--- config.mk ---
export PLATFORM = sky130hd
export DESIGN_NAME = mfm_match
export DESIGN_NICKNAME = d
export VERILOG_FILES = /design/src/sv/mfm_pkg.sv /design/src/sv/mfm_match.sv
export SDC_FILE = /design/constraint.sdc
export NUM_CORES = 1
export LEC_CHECK = 0
export ABC_AREA = 1
export BUFFER_PORTS_ARGS = -buffer_cell sky130_fd_sc_hd__clkbuf_2
export CAP_MARGIN = 20
export CORE_AREA = 2 2 98 100
export DETAILED_ROUTE_END_ITERATION = 8
export DIE_AREA = 0 0 100 102
export GPL_TIMING_DRIVEN = 0
export PLACE_DENSITY = 0.62
export SLEW_MARGIN = 25
export SYNTH_ARGS = -nofsm -noshare
export SYNTH_HDL_FRONTEND = slang
export SYNTH_SLANG_ARGS = --single-unit
--- constraint.sdc ---
create_clock -name vclk -period 1.4
set_input_delay 0.07 -clock vclk [all_inputs]
set_output_delay 0.07 -clock vclk [all_outputs]
set_load 0.01 [all_outputs]
--- src/sv/mfm_pkg.sv ---
// shared types and constants for the masked id first-match table
`timescale 1ns / 1ps

package mfm_pkg;

	// item kinds
	localparam logic KIND_WRITE  = 1'b0;
	localparam logic KIND_LOOKUP = 1'b1;

	// register select, taken from paddr bit 2
	localparam logic REG_SEL_ENTRY_COUNT = 1'b0;
	localparam int   REG_ENTRY_COUNT_W   = 7;

	// match-enable flag positions
	localparam int FLG_VENDOR    = 0;
	localparam int FLG_PRODUCT   = 1;
	localparam int FLG_REL_LO    = 2;
	localparam int FLG_REL_HI    = 3;
	localparam int FLG_DEV_CLASS = 4;
	localparam int FLG_DEV_SUB   = 5;
	localparam int FLG_DEV_PROTO = 6;
	localparam int FLG_ITF_CLASS = 7;
	localparam int FLG_ITF_SUB   = 8;
	localparam int FLG_ITF_PROTO = 9;

	typedef struct packed {
		logic [9:0]  flags;
		logic [15:0] vendor;
		logic [15:0] product;
		logic [15:0] rel_lo;
		logic [15:0] rel_hi;
		logic [23:0] dev;
		logic [23:0] itf;
		logic [31:0] driver;
	} entry_t;

	typedef struct packed {
		logic [15:0] vendor;
		logic [15:0] product;
		logic [15:0] release_no;
		logic [23:0] dev;
		logic [23:0] itf;
	} key_t;

	typedef enum logic [1:0] {
		ST_IDLE = 2'b01,
		ST_SCAN = 2'b10
	} state_t;

endpackage

--- src/sv/mfm_match.sv ---
// compares one stored entry against a device identity under its flags
`timescale 1ns / 1ps

module mfm_match (
	input  mfm_pkg::entry_t entry,
	input  mfm_pkg::key_t   key,
	output logic            hit
);
	import mfm_pkg::*;

	logic [9:0] ok;

	always_comb begin
		ok[FLG_VENDOR]    = entry.vendor == key.vendor;
		ok[FLG_PRODUCT]   = entry.product == key.product;
		ok[FLG_REL_LO]    = entry.rel_lo <= key.release_no;
		ok[FLG_REL_HI]    = entry.rel_hi >= key.release_no;
		ok[FLG_DEV_CLASS] = entry.dev[23:16] == key.dev[23:16];
		ok[FLG_DEV_SUB]   = entry.dev[15:8] == key.dev[15:8];
		ok[FLG_DEV_PROTO] = entry.dev[7:0] == key.dev[7:0];
		ok[FLG_ITF_CLASS] = entry.itf[23:16] == key.itf[23:16];
		ok[FLG_ITF_SUB]   = entry.itf[15:8] == key.itf[15:8];
		ok[FLG_ITF_PROTO] = entry.itf[7:0] == key.itf[7:0];
	end

	// a disabled check always passes
	assign hit = &(ok | ~entry.flags);

endmodule

==> impl_metrics.env, run 1 <==
export IMPL_status="complete, no violations"
export IMPL_die_y_um=102
export IMPL_ios=251
export IMPL_power_per_cell_area_mw_per_mm2=266.9
export IMPL_layout_drive_gt1_share_pct=40.41
export IMPL_num_rows=35
export IMPL_ant_nets=0
export IMPL_crit_family="simple AND/OR/NAND/NOR gates"
export IMPL_clockBufferCount=0
export IMPL_start_util_pct=22.16
export IMPL_place_hpwl_um=6944
export IMPL_slowest_stage="ha_4"
export IMPL_synth_cell_type_count=16
export IMPL_cpPeakStageDelay_ns=0.26
export IMPL_syn_area_mm2=0.002018
export IMPL_ys_warn_count=0
export IMPL_fmax_mhz=714.6
export IMPL_grt_pass1_wl_um=11030
export IMPL_antenna_found_initial=0
export IMPL_holdPathStages=5
export IMPL_die_area_mm2=0.01020
export IMPL_ys_top_cells_by_count="nand2_1, inv_1, xnor2_1, nor2_1, ha_1"
export IMPL_io_buffers=219
export IMPL_n_antenna_cell=0
export IMPL_min_from="entry[146]"
export IMPL_power_leakage_nw=2.078
export IMPL_grt_usage_pct=12.87
export IMPL_grt_start_max_net_pins=4
export IMPL_critPathMostFrequentCell="nand2_1"
export IMPL_fin_cells=700
export IMPL_critPathCaptureType="primary output"
export IMPL_cp_required_ns=1.33
export IMPL_rsz0062_at_grt="yes"
export IMPL_path_max_fanout=2
export IMPL_finalHoldViolations=0
export IMPL_fill_cells=1007
export IMPL_relSlewSlack_pct=88.05
export IMPL_coreArea_mm2=0.009109
export IMPL_first_iter_violations=34
export IMPL_crit_arrival_ns=1.33
export IMPL_vdd_drop_max_mv=0.1135
export IMPL_finalSetupViolations=0
export IMPL_worst_path_buf_inv=4
export IMPL_path_class="in -> out"
export IMPL_drt_wl_total_um=7239
export IMPL_placed_cells=700
export IMPL_hold_end="hit"
export IMPL_area_growth_synth_to_final_pct=67.89
export IMPL_drc=0
export IMPL_grt_pass1_vias=2679
export IMPL_synth_top_area_cell="nand2_1"
export IMPL_synthesis_nets=652
export IMPL_avgSynthCellArea_um2=5.455
export IMPL_detail_route_wl_per_cell_um=10.34
export IMPL_dr_pass1_iters=4
export IMPL_layout_min_cycle_time_ns=1.399
export IMPL_place_congestion=0.8002
export IMPL_syn_instance_count=370
export IMPL_via_per_inst=4.046
export IMPL_fp_dieW_um=100
export IMPL_overflow=0
export IMPL_seq_area_frac_synth_pct=0
export IMPL_period_share_pct=99.96
export IMPL_path_cells="buf_6 -> inv_4 -> ha_4 -> nand2_4 -> nor2_2 -> nor2_1 -> nand2_1 -> nand2_1 -> nand2_2 -> nand2_1 -> nand2_1 -> nand2_1 -> inv_2 -> nand3_2 -> nor2_1 -> buf_2"
export IMPL_crit_path_start_kind="primary input"
export IMPL_yosysTopAreaCellShare_pct=25.48
export IMPL_yosysMostFrequentCell="nand2_1"
export IMPL_slew_viol_final=0
export IMPL_maxCapViolCount=0
export IMPL_layout_nets=873
export IMPL_hold_path_class="in -> out"
export IMPL_regArea_um2=0
export IMPL_multi_input_area_mm2=0.001873
export IMPL_num_vias=2832
export IMPL_cp_depth=16
export IMPL_ys_top_cells_by_area="nand2_1, xnor2_1, ha_1"
export IMPL_fin_total_pwr_uw=904.3
export IMPL_flops_and_latches=0
export IMPL_tightest_slew_ns=0.1773
==> worst max path at each step <==
stage | startpoint | endpoint | slack, ns
floorplan | key[51] | hit | 0.24
global placement | key[51] | hit | -0.11
detailed placement | key[51] | hit | -0.14
CTS | key[49] | hit | -0.08
global route | key[51] | hit | -0.20
finish | key[51] | hit | 0.0006
==> timing repair <==
| item | in CTS | in global routing |
|---|---|---|
| gates resized for setup | 7 | 21 |
| setup buffers | 0 | 0 |
| hold buffers | 0 | 0 |
| setup endpoints to repair | 1 | 1 |
| pin swaps | 1 | 12 |
==> per-layer routing <==
metal | global-route usage [%] | share of wire, % | up-vias
li1 | - | - | 1559
met1 | 14.36 | 39 | 1152
met3 | 1.163 | 6.6 | 2
met4 | 0.5269 | 0.29 | 0
met2 | 27.34 | 54 | 119
met5 | 0 | 0 | -
==> layout make-up <==
type	instances	area share, %
Inverter	64	7.238
Tap cell	111	4.099
Multi-Input combinational cell	306	55.28
Timing Repair Buffer	219	33.38
==> stage by stage <==
| stage | hold WS (ns) | instance area (um2) | utilization, % | setup slack (ns) | setup TNS, ns |
|---|---|---|---|---|---|
| floorplan | 0.3470 | 2018 | - | 0.2358 | 0 |
| global placement | 0.5863 | 3253 | 35.71 | -0.1143 | -0.1143 |
| detailed placement | 0.5822 | 3253 | 35.71 | -0.1390 | -0.1390 |
| CTS | 0.5841 | 3293 | 36.15 | -0.07571 | -0.07571 |
| global route | 0.6434 | 3388 | 37.20 | -0.2015 | -0.2015 |
| finish | 0.5351 | 3388 | 37.20 | 0.0005860 | 0 |
==> where the power goes <==
part | internal (mW) | leakage, nW | switching (mW)
registers | 0 | 0 | 0
logic | 0.507 | 2.08 | 0.397
clock network | 0 | 0 | 0
total | 0.507 | 2.08 | 0.397
==> logic make-up (layout without fill, tap and decap cells) <==
group | Yosys count | in the layout | synth area share (%)
AOI/OAI and AO/OA | 23 | 23 | 5.952
xor gates and xnor gates | 59 | 59 | 25.60
adders and majority gates | 32 | 32 | 19.84
buffers and inverters | 64 | 283 | 11.90
and+or+nand+nor | 192 | 192 | 36.70
==> cells in the final DEF, fill, tap and decap left out <==
cell,n
clkbuf_2,213
nand2_1,134
xnor2_1,58
inv_1,57
nor2_1,45
ha_1,26
a21oi_1,16
ha_4,6
o21ai_0,5
inv_2,4
buf_6,4
nand4_1,3
nor2_2,3
inv_4,2
nand2_2,2
a21o_1,1
nand3b_1,1
nand3_1,1
xor2_1,1
nand2_4,1
o21a_1,1
nor3_1,1
clkinv_1,1
nand3_2,1
buf_8,1
buf_2,1
No activity file was read; power rests on OpenSTA's default activity.
==> inputs of run 2 (changes only) <==
--- a/config.mk
+++ b/config.mk
@@ -8,11 +8,11 @@
 export ABC_AREA = 1
 export BUFFER_PORTS_ARGS = -buffer_cell sky130_fd_sc_hd__clkbuf_2
 export CAP_MARGIN = 20
-export CORE_AREA = 2 2 98 100
+export CORE_AREA = 5 5 93 95
 export DETAILED_ROUTE_END_ITERATION = 8
-export DIE_AREA = 0 0 100 102
+export DIE_AREA = 0 0 98 100
 export GPL_TIMING_DRIVEN = 0
-export PLACE_DENSITY = 0.62
+export PLACE_DENSITY = 0.71
 export SLEW_MARGIN = 25
 export SYNTH_ARGS = -nofsm -noshare
 export SYNTH_HDL_FRONTEND = slang
==> impl_metrics.env, run 2 (synthesized netlist as in run 1, its figures left out) <==
export IMPL_cp_required_ns=1.33
export IMPL_maxCapViolCount=0
export IMPL_coreArea_mm2=0.007647
export IMPL_layout_nets=873
export IMPL_vdd_drop_max_mv=0.1337
export IMPL_fin_area_mm2=0.003367
export IMPL_die_y_um=100
export IMPL_drt_wl_total_um=7453
export IMPL_n_antenna_cell=0
export IMPL_layout_drive_gt1_share_pct=40.58
export IMPL_hold_path_class="in -> out"
export IMPL_placed_cells=691
export IMPL_placed_area_mm2=0.003242
export IMPL_grt_pass1_wl_um=11980
export IMPL_multi_input_area_mm2=0.001882
export IMPL_dr_pass1_iters=4
export IMPL_critPathCaptureType="primary output"
export IMPL_flops_and_latches=0
export IMPL_fmax_mhz=709.6
export IMPL_hold_buffers=0
export IMPL_finalHoldViolations=0
export IMPL_place_hpwl_um=7233
export IMPL_startpoint="key[61]"
export IMPL_drc=0
export IMPL_via_per_inst=4.155
export IMPL_detail_route_wl_per_cell_um=10.79
export IMPL_layout_min_cycle_time_ns=1.409
export IMPL_num_vias=2871
export IMPL_fin_cells=691
export IMPL_grt_usage_pct=14.14
export IMPL_grt_pass1_vias=3038
export IMPL_dp_slack_ns=-0.1596
export IMPL_ant_nets=0
export IMPL_path_cells="clkbuf_2 -> inv_1 -> ha_1 -> nand4_1 -> nor2_1 -> nand2_1 -> a21oi_2 -> nor2_4 -> buf_6"
export IMPL_finalSetupViolations=1
export IMPL_first_iter_violations=34
export IMPL_power_leakage_nw=2.076
export IMPL_final_cell_mix="clkbuf_2, nand2_1, inv_1"
export IMPL_grt_start_max_net_pins=4
export IMPL_fp_dieW_um=98
export IMPL_worst_slack_ns=-0.009313
export IMPL_final_common_cell="clkbuf_2"
export IMPL_power_per_cell_area_mw_per_mm2=267.9
export IMPL_start_util_pct=26.39
export IMPL_ios=251
export IMPL_relSlewSlack_pct=84.45
export IMPL_overflow=0
export IMPL_status="finished, violations left"
export IMPL_fill_cells=831
export IMPL_num_rows=32
export IMPL_path_max_fanout=2
export IMPL_slew_viol_final=0
export IMPL_crit_arrival_ns=1.34
export IMPL_clockBufferCount=0
export IMPL_place_congestion=0.8981
export IMPL_period_share_pct=100.7
export IMPL_io_buffers=219
export IMPL_die_area_mm2=0.009800
export IMPL_fin_total_pwr_uw=902.0
export IMPL_tightest_slew_ns=0.2308
export IMPL_path_class="in -> out"
export IMPL_critical_path_endpoint="hit"
export IMPL_slowest_stage="ha_1"
export IMPL_rsz0062_at_grt="yes"
export IMPL_failed_checks="setup timing"
export IMPL_antenna_found_initial=0
export IMPL_regArea_um2=0
export IMPL_cpPeakStageDelay_ns=0.30
export IMPL_crit_path_start_kind="primary input"
export IMPL_area_growth_synth_to_final_pct=66.83
## run 2: through the flow
stage | utilization, % | TNS [ns] | hold slack, ns
2_1_floorplan | - | 0 | 0.3470
3_3_place_gp | 42.39 | -0.08695 | 0.6172
3_5_place_dp | 42.39 | -0.1596 | 0.6200
4_1_cts | 42.78 | -0.1275 | 0.6388
5_1_grt | 44.03 | -0.1509 | 0.6134
6_report | 44.03 | -0.009313 | 0.5581
## run 2: worst min-delay path by stage
stage,from,to,slack [ns],cells past startpoint
final,entry[146],hit,0.56,5
after global routing,entry[146],hit,0.61,5
after CTS,entry[148],hit,0.64,7
after detailed placement,entry[148],hit,0.62,7
after global placement,entry[148],hit,0.62,7
after floorplan,entry[146],hit,0.35,3
## run 2: repair_timing
action / 4_1_cts / 5_1_grt
pin swaps: 11 / 15
resized for setup: 8 / 20
setup endpoints to repair: 1 / 1
buffers inserted: 0 / 0
## run 2: where the power goes
part | internal, mW | switching [mW] | total, mW
Sequential | 0 | 0 | 0
Combinational | 0.502 | 0.400 | 0.902
Clock | 0 | 0 | 0
## run 2: area by class of cell
cell class	instances	share of cell area [%]
multi-input combinational	306	55.89
inverter	64	7.209
timing repair buffer	219	33.11
tap	102	3.790
## run 2: worst max-delay path, delay by kind of cell
family                   cells  cell delay (ns)
buffers and inverters        3             0.26
adder cells (fa/ha/maj)      1             0.30
AO/OA/AOI/OAI                1             0.22
AND/OR/NAND/NOR              4             0.48
## run 2: per-layer routing
metal | wire length [um] | global-route usage (%) | vias to the layer above
met5 | 0 | 0 | -
met4 | 128 | 2.023 | 0
met3 | 569 | 2.015 | 12
met2 | 4174 | 30.42 | 126
met1 | 2581 | 14.35 | 1181
li1 | - | - | 1552
==> inputs of run 3 (changes only) <==
--- a/config.mk
+++ b/config.mk
@@ -5,14 +5,13 @@
 export SDC_FILE = /design/constraint.sdc
 export NUM_CORES = 1
 export LEC_CHECK = 0
-export ABC_AREA = 1
 export BUFFER_PORTS_ARGS = -buffer_cell sky130_fd_sc_hd__clkbuf_2
 export CAP_MARGIN = 20
-export CORE_AREA = 5 5 93 95
+export CORE_AREA = 5 5 94 96
 export DETAILED_ROUTE_END_ITERATION = 8
-export DIE_AREA = 0 0 98 100
+export DIE_AREA = 0 0 99 101
 export GPL_TIMING_DRIVEN = 0
-export PLACE_DENSITY = 0.71
+export PLACE_DENSITY = 0.65
 export SLEW_MARGIN = 25
 export SYNTH_ARGS = -nofsm -noshare
 export SYNTH_HDL_FRONTEND = slang
==> impl_metrics.env, run 3 <==
export IMPL_failed_checks="setup timing"
export IMPL_path_cells="clkbuf_2 -> xnor2_1 -> nand4_1 -> o41ai_2 -> nand4_1 -> nor4_2 -> buf_2"
export IMPL_grt_pass1_vias=2483
export IMPL_path_max_fanout=1
export IMPL_n_antenna_cell=0
export IMPL_synthSimpleGateAreaFrac_pct=16.19
export IMPL_grt_usage_pct=13.22
export IMPL_cpPeakStageDelay_ns=0.42
export IMPL_power_leakage_nw=1.558
export IMPL_tns_ns=-0.2544
export IMPL_period_share_pct=118.2
export IMPL_ys_top_cells_by_area="xnor2_1, ha_1, nand4_1"
export IMPL_antenna_found_initial=0
export IMPL_die_area_mm2=0.009999
export IMPL_worst_slack_ns=-0.2544
export IMPL_coreArea_mm2=0.007969
export IMPL_grt_pass1_wl_um=10980
export IMPL_synthMuxAreaShare_pct=0
export IMPL_crit_family="simple AND/OR/NAND/NOR gates"
export IMPL_place_hpwl_um=6850
export IMPL_finalHoldViolations=0
export IMPL_clockBufferCount=0
export IMPL_io_buffers=219
export IMPL_synth_top_area_cell="xnor2_1"
export IMPL_critPathMostFrequentCell="nand4_1"
export IMPL_regArea_um2=0
export IMPL_drc=0
export IMPL_final_core_util_pct=39.10
export IMPL_grt_start_max_net_pins=5
export IMPL_synth_fa_ha_area_share_pct=24.21
export IMPL_yosysTopAreaCellShare_pct=42.36
export IMPL_num_rows=33
export IMPL_final_common_cell="clkbuf_2"
export IMPL_ios=251
export IMPL_synthesis_nets=490
export IMPL_hold_path_class="in -> out"
export IMPL_crit_path_start_kind="primary input"
export IMPL_layout_drive_gt1_share_pct=58.64
export IMPL_ant_nets=0
export IMPL_maxCapViolCount=0
export IMPL_syn_instance_count=208
export IMPL_rsz0062_at_grt="yes"
export IMPL_layout_min_cycle_time_ns=1.654
export IMPL_finalSetupViolations=1
export IMPL_critPathCaptureType="primary output"
export IMPL_fin_total_pwr_uw=868.2
export IMPL_multi_input_area_mm2=0.001800
export IMPL_slowest_stage="o41ai_2"
export IMPL_power_per_cell_area_mw_per_mm2=278.7
export IMPL_layout_nets=712
export IMPL_final_cell_mix="clkbuf_2, xnor2_1, nand4_1"
export IMPL_flops_and_latches=0
export IMPL_holdPathStages=5
export IMPL_min_from="entry[153]"
export IMPL_area_growth_synth_to_final_pct=88.35
export IMPL_synth_compound_area_share_pct=13.16
export IMPL_cp_required_ns=1.33
export IMPL_dr_pass1_iters=4
export IMPL_seq_area_frac_synth_pct=0
export IMPL_synth_cell_type_count=24
export IMPL_synth_top_family_by_area="XOR/XNOR gates"
export IMPL_vdd_drop_max_mv=0.1729
export IMPL_avgSynthCellArea_um2=7.952
export IMPL_placed_cells=532
export IMPL_hold_end="hit"
export IMPL_status="finished, violations left"
export IMPL_fp_dieW_um=99
export IMPL_path_class="in -> out"
export IMPL_place_congestion=0.8575
export IMPL_fin_area_mm2=0.003115
export IMPL_start_util_pct=20.76
export IMPL_yosys_area_share_xor_xnor_pct=42.36
export IMPL_num_vias=2249
export IMPL_overflow=0
export IMPL_ys_top_cells_by_count="xnor2_1, ha_1, nand4_1, inv_1, a21oi_1"
export IMPL_first_iter_violations=18
export IMPL_fill_cells=823
export IMPL_tightest_slew_ns=0.3237
export IMPL_via_per_inst=4.220
export IMPL_fin_cells=533
export IMPL_fmax_mhz=604.5
export IMPL_drt_wl_total_um=7151
export IMPL_die_y_um=101
export IMPL_detail_route_wl_per_cell_um=13.42
export IMPL_slew_viol_final=0
export IMPL_crit_arrival_ns=1.58
export IMPL_ys_warn_count=0
export IMPL_yosysMostFrequentCell="xnor2_1"
export IMPL_worst_path_buf_inv=2
export IMPL_placed_area_mm2=0.002882
export IMPL_syn_area_mm2=0.001654
export IMPL_relSlewSlack_pct=78.19
run 3: cell types whose count changed after synthesis, sizes merged, moves of 2 or more:
cell	before	now
o211ai	0	2
inv	63	18
nor2	48	4
a21oi	16	12
o41ai	0	3
nand4	3	28
nand2	137	7
o21ai	5	10
xnor2	58	80
run 3: area by class of cell:
| type | count | area share (%) |
|---|---|---|
| Multi-Input combinational cell | 190 | 57.79 |
| Timing Repair Buffer | 220 | 35.82 |
| Tap cell | 105 | 4.217 |
| Inverter | 18 | 2.169 |
run 3: power breakdown:
| group | internal (mW) | total (mW) | leakage [nW] | switching, mW |
|---|---|---|---|---|
| Combinational | 0.515 | 0.868 | 1.56 | 0.353 |
| Clock | 0 | 0 | 0 | 0 |
| Sequential | 0 | 0 | 0 | 0 |
| Total | 0.515 | 0.868 | 1.56 | 0.353 |
run 3: repair_timing:
action,4_1_cts,5_1_grt
hold buffers,0,0
buffers inserted,1,0
pin swaps,12,16
hold endpoints to repair,0,0
endpoints found under the setup margin,1,1
resized for setup,22,14
run 3: worst max-delay path by stage:
stage	depth (start not counted)	startpoint	slack [ns]	endpoint
final	7	key[73]	-0.25	hit
after global routing	7	key[67]	-0.34	hit
after CTS	9	key[58]	-0.27	hit
after detailed placement	9	key[63]	-0.39	hit
after global placement	9	key[63]	-0.35	hit
after floorplan	7	key[63]	0.11	hit
run 3: stage by stage:
step                hold slack (ns)  worst slack, ns
global placement             0.5904          -0.3464
CTS                          0.6019          -0.2693
floorplan                    0.3086           0.1080
detailed placement           0.6025          -0.3911
finish                       0.5765          -0.2544
global route                 0.6292          -0.3362
run 3: tightest hold or removal path: cells and delay by family:
family / cells / cell delay (ns)
and+or+nand+nor: 2 / 0.17
buffers and inverters: 2 / 0.20
AOI/OAI and AO/OA: 1 / 0.06
run 3: cells by family after synthesis:
logic type | Yosys count
buf+inv | 18
simple gates | 45
xor+xnor | 80
fa+ha+maj | 32
compound gates | 33
run 3: routing by layer:
| metal | wire length, um | vias to the layer above | global-route usage (%) | part of all wire [%] |
|---|---|---|---|---|
| met4 | 0 | 0 | 0 | 0 |
| li1 | - | 1192 | - | - |
| met3 | 646 | 0 | 2.422 | 9.0 |
| met2 | 3710 | 107 | 25.26 | 52 |
| met5 | 0 | - | 0 | 0 |
| met1 | 2794 | 950 | 16.29 | 39 |
